## config.mk

```make
export PLATFORM = sky130hd
export DESIGN_NAME = nowcast_pm_average_aqi
export DESIGN_NICKNAME = d
export VERILOG_FILES = /design/src/rtl/core/npa_pkg.sv /design/src/rtl/core/npa_cell.sv /design/src/rtl/core/npa_aqi.sv /design/src/rtl/core/nowcast_pm_average_aqi.sv
export SDC_FILE = /design/constraint.sdc
export NUM_CORES = 2
export LEC_CHECK = 0
export BUFFER_PORTS_ARGS = -buffer_cell sky130_fd_sc_hd__buf_2
export CORE_MARGIN = 2
export CORE_UTILIZATION = 65
export CTS_CLUSTER_DIAMETER = 50
export DETAILED_ROUTE_END_ITERATION = 10
export PLACE_DENSITY = 0.91
export SYNTH_ARGS = -nofsm -noshare
export SYNTH_HDL_FRONTEND = slang
export SYNTH_HIERARCHICAL = 1
export SYNTH_SLANG_ARGS = --single-unit
```

## constraint.sdc

```tcl
create_clock -name clk -period 19.6 [get_ports clk]
set_clock_uncertainty 0.1 [all_clocks]
set_input_delay 0.98 -clock clk [delete_from_list [all_inputs] [get_ports clk]]
set_output_delay 0.98 -clock clk [all_outputs]
set_load 0.02 [all_outputs]
```

## src/rtl/core/npa_pkg.sv

```systemverilog
// Shared widths, constants and the power-of-ten table for the NowCast average block.
package npa_pkg;

    localparam int PM_W  = 10;
    localparam int AQI_W = 11;
    localparam int POW_W = 37;
    localparam int NUM_W = 51;
    localparam int DEN_W = 41;
    localparam int WGT_W = 4;
    localparam int RN_W  = 14;
    localparam int Q_W   = 10;

    localparam logic [PM_W-1:0]  PM_MAX     = 10'd1023;
    localparam logic [WGT_W-1:0] WGT_FLOOR  = 4'd5;
    localparam logic [WGT_W-1:0] WGT_TOP    = 4'd10;

    function automatic logic [POW_W-1:0] pow10(input logic [3:0] m);
        logic [POW_W-1:0] p;
        case (m)
            4'd0:    p = 37'd1;
            4'd1:    p = 37'd10;
            4'd2:    p = 37'd100;
            4'd3:    p = 37'd1000;
            4'd4:    p = 37'd10000;
            4'd5:    p = 37'd100000;
            4'd6:    p = 37'd1000000;
            4'd7:    p = 37'd10000000;
            4'd8:    p = 37'd100000000;
            4'd9:    p = 37'd1000000000;
            4'd10:   p = 37'd10000000000;
            4'd11:   p = 37'd100000000000;
            default: p = 37'd0;
        endcase
        return p;
    endfunction

endpackage

```

## src/rtl/core/npa_cell.sv

```systemverilog
// One window cell: holds a reading and passes it to the next cell when the chain shifts.
module npa_cell (
    input  logic                   clk,
    input  logic                   rst_n,
    input  logic                   shift,
    input  logic [npa_pkg::PM_W-1:0] d,
    output logic [npa_pkg::PM_W-1:0] q
);
    import npa_pkg::*;

    logic [PM_W-1:0] val_reg;

    always_ff @(posedge clk or negedge rst_n)
    begin
        if (!rst_n)
        begin
            val_reg <= '0;
        end
        else if (shift)
        begin
            val_reg <= d;
        end
    end

    assign q = val_reg;

endmodule

```

## src/rtl/core/npa_aqi.sv

```systemverilog
// Piecewise-linear air quality index from the averaged reading.
module npa_aqi (
    input  logic [npa_pkg::PM_W-1:0]  avg,
    output logic [npa_pkg::AQI_W-1:0] index
);
    import npa_pkg::*;

    logic [5:0]  x12;
    logic [11:0] n23;
    logic [23:0] p23;
    logic [7:0]  q23;
    logic [11:0] r23;
    logic [9:0]  n12;
    logic [23:0] p12;
    logic [7:0]  q12;
    logic [9:0]  r12;
    logic [9:0]  d35;
    logic [11:0] t35;
    logic [9:0]  d55;

    always_comb
    begin
        // Divisions by 23 and 12 use a reciprocal multiply with one correction step.
        x12 = 6'(avg - 10'd12);
        n23 = 12'(x12) * 12'd50;
        p23 = 24'(n23) * 24'd2849;
        q23 = p23[23:16];
        r23 = n23 - 12'(q23) * 12'd23;
        if (r23 >= 12'd23)
        begin
            q23 = q23 + 8'd1;
        end
        n12 = 10'(avg[3:0]) * 10'd50;
        p12 = 24'(n12) * 24'd5461;
        q12 = p12[23:16];
        r12 = n12 - 10'(q12) * 10'd12;
        if (r12 >= 10'd12)
        begin
            q12 = q12 + 8'd1;
        end
        d35 = avg - 10'd35;
        t35 = 12'(d35) * 12'd5;
        d55 = avg - 10'd55;

        if (avg > 10'd150)
        begin
            index = AQI_W'(avg) + 11'd50;
        end
        else if (avg > 10'd55)
        begin
            index = 11'd150 + AQI_W'(d55[9:1]);
        end
        else if (avg > 10'd35)
        begin
            index = 11'd100 + AQI_W'(t35[11:1]);
        end
        else if (avg > 10'd12)
        begin
            index = 11'd50 + AQI_W'(q23);
        end
        else
        begin
            index = AQI_W'(q12);
        end
    end

endmodule

```

## src/rtl/core/nowcast_pm_average_aqi.sv

```systemverilog
// Top level: NowCast weighted PM2.5 average over a chain of window cells, plus the index.
//
// Input channel s_axis carries one reading per item in tdata[9:0]; zero means no
// reading. Output channel m_axis carries one result item per input item: the
// weighted average in tdata[9:0] and the air quality index in tdata[20:10].
// The readings sit in a chain of WINDOW_LEN cells. After an item is taken the
// chain rotates once to find the highest and lowest entry, a 4-step divider
// forms the rate, the chain rotates again for a Horner pass that builds the
// weighted sums, and a 10-step divider forms the average. An all-zero window
// skips to the result after the first rotation. The block takes one item at a
// time; s_axis_tready is high only while idle, so the next item is taken only
// after the current result is loaded into the output register. The result waits
// in that register, so the next item may be accepted while it is not yet taken;
// a new result is held back until the receiver takes the old one. Reset clears
// the window to all zero and empties the output register.
module nowcast_pm_average_aqi #(
    parameter int WINDOW_LEN = 12
) (
    input  logic        clk,
    input  logic        rst_n,
    input  logic        s_axis_tvalid,
    output logic        s_axis_tready,
    input  logic [15:0] s_axis_tdata,   // pm_reading[9:0], zero fill above
    output logic        m_axis_tvalid,
    input  logic        m_axis_tready,
    output logic [23:0] m_axis_tdata    // average_pm[9:0], air_index[20:10], zero fill above
);
    import npa_pkg::*;

    localparam int CNT_W = $clog2(WINDOW_LEN + 1);

    typedef enum logic [2:0] {
        ST_IDLE,
        ST_SCAN,
        ST_PREP,
        ST_RATE,
        ST_HORNER,
        ST_DSETUP,
        ST_DIVIDE,
        ST_FINISH
    } state_t;

    state_t              state_reg;
    logic [CNT_W-1:0]    cnt_reg;
    logic [PM_W-1:0]     max_reg;
    logic [PM_W-1:0]     min_reg;
    logic [RN_W-1:0]     rn_reg;
    logic [1:0]          rbit_reg;
    logic [WGT_W-1:0]    rq_reg;
    logic [WGT_W-1:0]    w_reg;
    logic [NUM_W-1:0]    num_reg;
    logic [DEN_W-1:0]    den_reg;
    logic [NUM_W-1:0]    term_reg;
    logic [POW_W-1:0]    pw_reg;
    logic                nz_reg;
    logic [NUM_W-1:0]    rem_reg;
    logic [Q_W-1:0]      quot_reg;
    logic [3:0]          dbit_reg;
    logic                out_valid_reg;
    logic [23:0]         out_data_reg;

    logic [PM_W-1:0]     win_q [WINDOW_LEN];
    logic [PM_W-1:0]     tail;
    logic [PM_W-1:0]     head_in;
    logic                accept;
    logic                shift;
    logic [POW_W-1:0]    pow_cur;
    logic [PM_W+POW_W-1:0] prod;
    logic [RN_W-1:0]     rtrial;
    logic                rtake;
    logic [WGT_W-1:0]    rq_final;
    logic [NUM_W-1:0]    dtrial;
    logic                dtake;
    logic [AQI_W-1:0]    aqi;
    logic                out_load;

    assign accept  = s_axis_tvalid && s_axis_tready;
    assign tail    = win_q[WINDOW_LEN-1];
    assign head_in = accept ? s_axis_tdata[PM_W-1:0] : tail;
    assign shift   = accept || (state_reg == ST_SCAN) ||
                     ((state_reg == ST_HORNER) && (cnt_reg < CNT_W'(WINDOW_LEN)));

    genvar gi;
    generate
        for (gi = 0; gi < WINDOW_LEN; gi++)
        begin : g_cell
            npa_cell u_cell (
                .clk   (clk),
                .rst_n (rst_n),
                .shift (shift),
                .d     ((gi == 0) ? head_in : win_q[(gi == 0) ? 0 : gi-1]),
                .q     (win_q[gi])
            );
        end
    endgenerate

    npa_aqi u_aqi (
        .avg   (quot_reg),
        .index (aqi)
    );

    assign pow_cur  = pow10(4'(cnt_reg));
    assign prod     = (PM_W+POW_W)'(tail) * (PM_W+POW_W)'(pow_cur);
    assign rtrial   = RN_W'(max_reg) << rbit_reg;
    assign rtake    = rn_reg >= rtrial;
    assign rq_final = rtake ? (rq_reg | (WGT_W'(1) << rbit_reg)) : rq_reg;
    assign dtrial   = NUM_W'(den_reg) << dbit_reg;
    assign dtake    = rem_reg >= dtrial;
    assign out_load = (state_reg == ST_FINISH) && (!out_valid_reg || m_axis_tready);

    assign s_axis_tready = (state_reg == ST_IDLE);
    assign m_axis_tvalid = out_valid_reg;
    assign m_axis_tdata  = out_data_reg;

    always_ff @(posedge clk or negedge rst_n)
    begin
        if (!rst_n)
        begin
            state_reg     <= ST_IDLE;
            cnt_reg       <= '0;
            out_valid_reg <= 1'b0;
            out_data_reg  <= '0;
        end
        else
        begin
            if (m_axis_tvalid && m_axis_tready && !out_load)
            begin
                out_valid_reg <= 1'b0;
            end
            case (state_reg)
                ST_IDLE:
                begin
                    if (accept)
                    begin
                        cnt_reg   <= '0;
                        max_reg   <= '0;
                        min_reg   <= PM_MAX;
                        state_reg <= ST_SCAN;
                    end
                end
                ST_SCAN:
                begin
                    if (tail > max_reg)
                    begin
                        max_reg <= tail;
                    end
                    if (tail < min_reg)
                    begin
                        min_reg <= tail;
                    end
                    if (cnt_reg == CNT_W'(WINDOW_LEN - 1))
                    begin
                        state_reg <= ST_PREP;
                    end
                    else
                    begin
                        cnt_reg <= cnt_reg + 1'b1;
                    end
                end
                ST_PREP:
                begin
                    // An all-empty window reports zero for both results.
                    if (max_reg == '0)
                    begin
                        quot_reg  <= '0;
                        state_reg <= ST_FINISH;
                    end
                    else
                    begin
                        rn_reg    <= RN_W'(max_reg - min_reg) * RN_W'(10);
                        rbit_reg  <= 2'd3;
                        rq_reg    <= '0;
                        state_reg <= ST_RATE;
                    end
                end
                ST_RATE:
                begin
                    if (rtake)
                    begin
                        rn_reg <= rn_reg - rtrial;
                    end
                    rq_reg <= rq_final;
                    if (rbit_reg == 2'd0)
                    begin
                        w_reg     <= (rq_final >= WGT_FLOOR) ? WGT_FLOOR : (WGT_TOP - rq_final);
                        cnt_reg   <= '0;
                        num_reg   <= '0;
                        den_reg   <= '0;
                        state_reg <= ST_HORNER;
                    end
                    else
                    begin
                        rbit_reg <= rbit_reg - 1'b1;
                    end
                end
                ST_HORNER:
                begin
                    // Oldest entry first; each step scales the sums by the weight.
                    if (cnt_reg < CNT_W'(WINDOW_LEN))
                    begin
                        term_reg <= NUM_W'(prod);
                        pw_reg   <= pow_cur;
                        nz_reg   <= (tail != '0);
                    end
                    if (cnt_reg != '0)
                    begin
                        num_reg <= NUM_W'(num_reg * NUM_W'(w_reg)) + term_reg;
                        den_reg <= DEN_W'(den_reg * DEN_W'(w_reg)) +
                                   (nz_reg ? DEN_W'(pw_reg) : DEN_W'(0));
                    end
                    if (cnt_reg == CNT_W'(WINDOW_LEN))
                    begin
                        state_reg <= ST_DSETUP;
                    end
                    else
                    begin
                        cnt_reg <= cnt_reg + 1'b1;
                    end
                end
                ST_DSETUP:
                begin
                    rem_reg   <= num_reg;
                    quot_reg  <= '0;
                    dbit_reg  <= 4'(Q_W - 1);
                    state_reg <= ST_DIVIDE;
                end
                ST_DIVIDE:
                begin
                    if (dtake)
                    begin
                        rem_reg            <= rem_reg - dtrial;
                        quot_reg[dbit_reg] <= 1'b1;
                    end
                    if (dbit_reg == 4'd0)
                    begin
                        state_reg <= ST_FINISH;
                    end
                    else
                    begin
                        dbit_reg <= dbit_reg - 1'b1;
                    end
                end
                ST_FINISH:
                begin
                    if (out_load)
                    begin
                        out_data_reg  <= {3'b000, aqi, quot_reg};
                        out_valid_reg <= 1'b1;
                        state_reg     <= ST_IDLE;
                    end
                end
                default:
                begin
                    state_reg <= ST_IDLE;
                end
            endcase
        end
    end

    a_accept_scan: assert property (@(posedge clk) disable iff (!rst_n)
        accept |=> (state_reg == ST_SCAN))
        else $error("accepted item did not start the window scan");

    a_load_valid: assert property (@(posedge clk) disable iff (!rst_n)
        out_load |=> m_axis_tvalid)
        else $error("finished result not presented");

    a_horner_cnt: assert property (@(posedge clk) disable iff (!rst_n)
        (state_reg == ST_HORNER) |-> (cnt_reg <= CNT_W'(WINDOW_LEN)))
        else $error("Horner counter overran the window");

    a_den_nonzero: assert property (@(posedge clk) disable iff (!rst_n)
        (state_reg == ST_DIVIDE) |-> (den_reg != '0))
        else $error("division started with an empty weight sum");

    a_weight_range: assert property (@(posedge clk) disable iff (!rst_n)
        (state_reg == ST_HORNER) |-> ((w_reg >= WGT_FLOOR) && (w_reg <= WGT_TOP)))
        else $error("weight outside its range");

endmodule
```

==> flow_summary.yaml <==
clock_network:
  cts_root_buf: "sky130_fd_sc_hd__clkbuf_16"
  postCtsSetupBuffers: 0
  clockBufferDepth: 3
  cts_hold_buffers: 0
  tritoncts_num_sinks: 427
  cts_tree: "built"
  clkTransAtPathRegs_ps: 60
  clkLatencyLatePin_ps: 670
  htree_levels: 2
  post_cts_resize_count: 0
  cts_inserted_buffers: 57
logic_synthesis:
  synth.top_cell.area_share: 0.204
  synth.cell_area_sq_um: 55400
  synthesis.area_per_instance_sq_um: 9.34
  synth.lib_cells_used.distinct: 109
  post_synth_main_area_contributors: "sky130_fd_sc_hd__fa_1 (20%), sky130_fd_sc_hd__edfxtp_1 (15%), sky130_fd_sc_hd__ha_1 (12%)"
  postSynth.asyncResetShare: 0.349
  synth_enable_flop_cells: 278
  number_of_storage_elements_in_the_synthesis_netlist: 427
  seq_area_frac_synth: 0.218
  synth_top_cell_by_area: "sky130_fd_sc_hd__fa_1"
  dominantRegCellSynth: "sky130_fd_sc_hd__edfxtp_1"
  synth_top_cells_by_count: "sky130_fd_sc_hd__nand2_1 (723), sky130_fd_sc_hd__inv_1 (706), sky130_fd_sc_hd__fa_1 (565)"
  synth.most_common_cell: "sky130_fd_sc_hd__nand2_1"
  synth-warning-count: 6
  synth_cells: 5925
final_layout:
  multi_input_gate_area_sq_um: 39500
  largest_register_ffs: 120
  final_util: 0.687
  finish.net_count: 6901
  seq_area_sq_um: 12100
  final_layout_size_suffix_gt1_frac: 0.0726
  area_delta_synth_final_pct: 5.22
  n_fill_cell: 6034
sta:
  final-hold-violation-count: 0
  final.setup.worst_slack_ps: 6440
  achievable-frequency_ghz: 0.0760
  rsz_0062_raised_after_global_routing: "false"
  max_slew_margin: 0.125
  timing.final.max_slew_violations: 0
  setup_total_negative_slack_ps: 0
  worst_slew_pin_slew_ps: 1310
  final_period_minus_worst_setup_slack_ps: 13160
  setup_violations: 0
  post-route-period-util: 0.671
grt:
  grt_antenna_before_repair: 3
  global_route.overflow_total: 0
  grt_pass1_vias: 45600
  wire_length_of_the_first_global_routing_pass_mm: 234
  groute.usage.overall: 0.332
  pin_count_of_the_biggest_net_entering_global_routing: 93
drt:
  num_vias: 44300
  final_antenna_net_count: 0
  drt_drc_violations_left: 0
  post_route_wl_mm: 142
  drt-vias-per-instance: 6.34
  detail_route.wl_per_cell_um: 20.3
  drt-initial-drc-count: 4824
  detail_route.first_pass.iterations: 6
placement:
  number_of_buffers_added_on_ports: 36
  place_congestion: 0.981
  pre_cts_ws_ps: 6730
  dp_hpwl_mm: 107
setup_path:
  timing.reg2reg.worst_path_depth: 47
  worst_ep_arrival_time_ps: 13580
  critical_path.reg2reg.startpoint: "quot_reg[3]"
  regToRegEndpoint: "m_axis_tdata[17]"
  path_class: "flip-flop to flip-flop"
  critical-path-top-cell-by-count: "sky130_fd_sc_hd__ha_1"
  critPathRequiredTime_ps: 20030
  cpLargestDelayFamily: "adder cells"
  timing.critical_path.buf_inv: 6
  worstSetupStartpointType: "flip-flop"
  cell_at_the_slowest_stage_of_the_critical_path: "sky130_fd_sc_hd__edfxtp_1"
  worst_reg_to_reg_setup_slack_ps: 6440
  cpPeakStageDelay_ps: 750
  worst-path-max-fanout: 16
  endpoint_kind: "flip-flop"
floorplanning:
  initial_core_util: 0.653
  fp.dieH_um: 296
  die_w_um: 296
  core_sq_um: 84700
  row_count: 107
  top_level_ports: 46
  die_area_sq_um: 87500
hold_path:
  min-delay-path-class: "input pin to async pin"
job:
  max_cap_viols: 0
outcome:
  run_status: "finished clean"
==> stage by stage <==
step                      cells  hold slack [ps]  area [sq um]
after CTS                  6986              225         58200
after detailed placement   6878              371         56200
after floorplan            5927              382         55400
final                      6988              201         58200
after global routing       6987              247         58200
after global placement     6878              363         56200
==> cells by family (layout without fill, tap and decap cells) <==
logic type / count (synthesis) / count (layout) / share of synthesized area
AOI/OAI and AO/OA: 1114 / 1114 / 0.129
xor gates and xnor gates: 280 / 280 / 0.0454
adders and majority gates: 1088 / 1088 / 0.323
buffers and inverters: 987 / 902 / 0.0692
DFF: 427 / 427 / 0.218
muxes: 237 / 237 / 0.0601
other: 1 / 5 / 0.0000677
and+or+nand+nor: 1791 / 1791 / 0.155
==> worst register-to-register path: cells and delay by family (launching register included) <==
family                     cells  cell delay [ps]
buffers and inverters          6              340
AOI/OAI and AO/OA             10             2080
adders and majority gates     16             5770
xor gates and xnor gates       4             1820
DFF                            1              750
muxes                          3              800
and+or+nand+nor                8             1390
==> how the worst max path moves through the flow <==
stage | from | endpoint | slack (ps) | cells past startpoint
2_1_floorplan | quot_reg[2] | m_axis_tdata[15] | 8070 | 46
3_3_place_gp | quot_reg[3] | m_axis_tdata[15] | 6950 | 47
3_5_place_dp | quot_reg[3] | m_axis_tdata[17] | 6730 | 47
4_1_cts | quot_reg[3] | m_axis_tdata[17] | 6600 | 47
5_1_grt | quot_reg[3] | m_axis_tdata[17] | 5910 | 47
6_report | quot_reg[3] | m_axis_tdata[17] | 6440 | 47
==> cell type report <==
type | count | share of cell area
Clock inverter | 34 | 0.00702
Clock buffer | 74 | 0.0277
Sequential cell | 427 | 0.207
Multi-Input combinational cell | 4513 | 0.678
Inverter | 709 | 0.0457
Timing Repair Buffer | 85 | 0.00952
Antenna cell | 2 | 0.0000859
Tap cell | 1144 | 0.0246
==> cell usage in the layout, fill, tap and decap left out, types with 26 or more instances in the layout <==
| cell type | instances |
|---|---|
| sky130_fd_sc_hd__nand2_1 | 721 |
| sky130_fd_sc_hd__inv_1 | 706 |
| sky130_fd_sc_hd__fa_1 | 565 |
| sky130_fd_sc_hd__ha_1 | 523 |
| sky130_fd_sc_hd__a21oi_1 | 325 |
| sky130_fd_sc_hd__nor2_1 | 298 |
| sky130_fd_sc_hd__edfxtp_1 | 278 |
| sky130_fd_sc_hd__and2_1 | 253 |
| sky130_fd_sc_hd__o21ai_0 | 222 |
| sky130_fd_sc_hd__a21o_1 | 163 |
| sky130_fd_sc_hd__xnor2_1 | 159 |
| sky130_fd_sc_hd__dfrtp_1 | 149 |
| sky130_fd_sc_hd__and3_1 | 126 |
| sky130_fd_sc_hd__mux2_4 | 120 |
| sky130_fd_sc_hd__xor2_1 | 116 |
| sky130_fd_sc_hd__nand4_1 | 66 |
| sky130_fd_sc_hd__nand3_1 | 65 |
| sky130_fd_sc_hd__nor3_1 | 65 |
| sky130_fd_sc_hd__clkbuf_16 | 60 |
| sky130_fd_sc_hd__nor2b_1 | 51 |
| sky130_fd_sc_hd__mux2i_1 | 49 |
| sky130_fd_sc_hd__buf_4 | 49 |
| sky130_fd_sc_hd__o21a_1 | 44 |
| sky130_fd_sc_hd__a31oi_1 | 44 |
| sky130_fd_sc_hd__nand2b_1 | 43 |
| sky130_fd_sc_hd__o21bai_1 | 41 |
| sky130_fd_sc_hd__o21ai_1 | 35 |
| sky130_fd_sc_hd__buf_2 | 35 |
| sky130_fd_sc_hd__a211oi_1 | 32 |
| sky130_fd_sc_hd__o211ai_1 | 26 |
==> per-layer routing <==
layer / wire length, um / vias up / track usage
li1: - / 19700 / -
met1: 54900 / 21500 / 0.432
met2: 67600 / 2474 / 0.554
met3: 13000 / 571 / 0.0566
met4: 6350 / 4 / 0.136
met5: 24 / - / 0
Power is left out: the tool's default activity adds up to more than one toggle a clock period on the data nets, which glitch-free logic cannot reach.
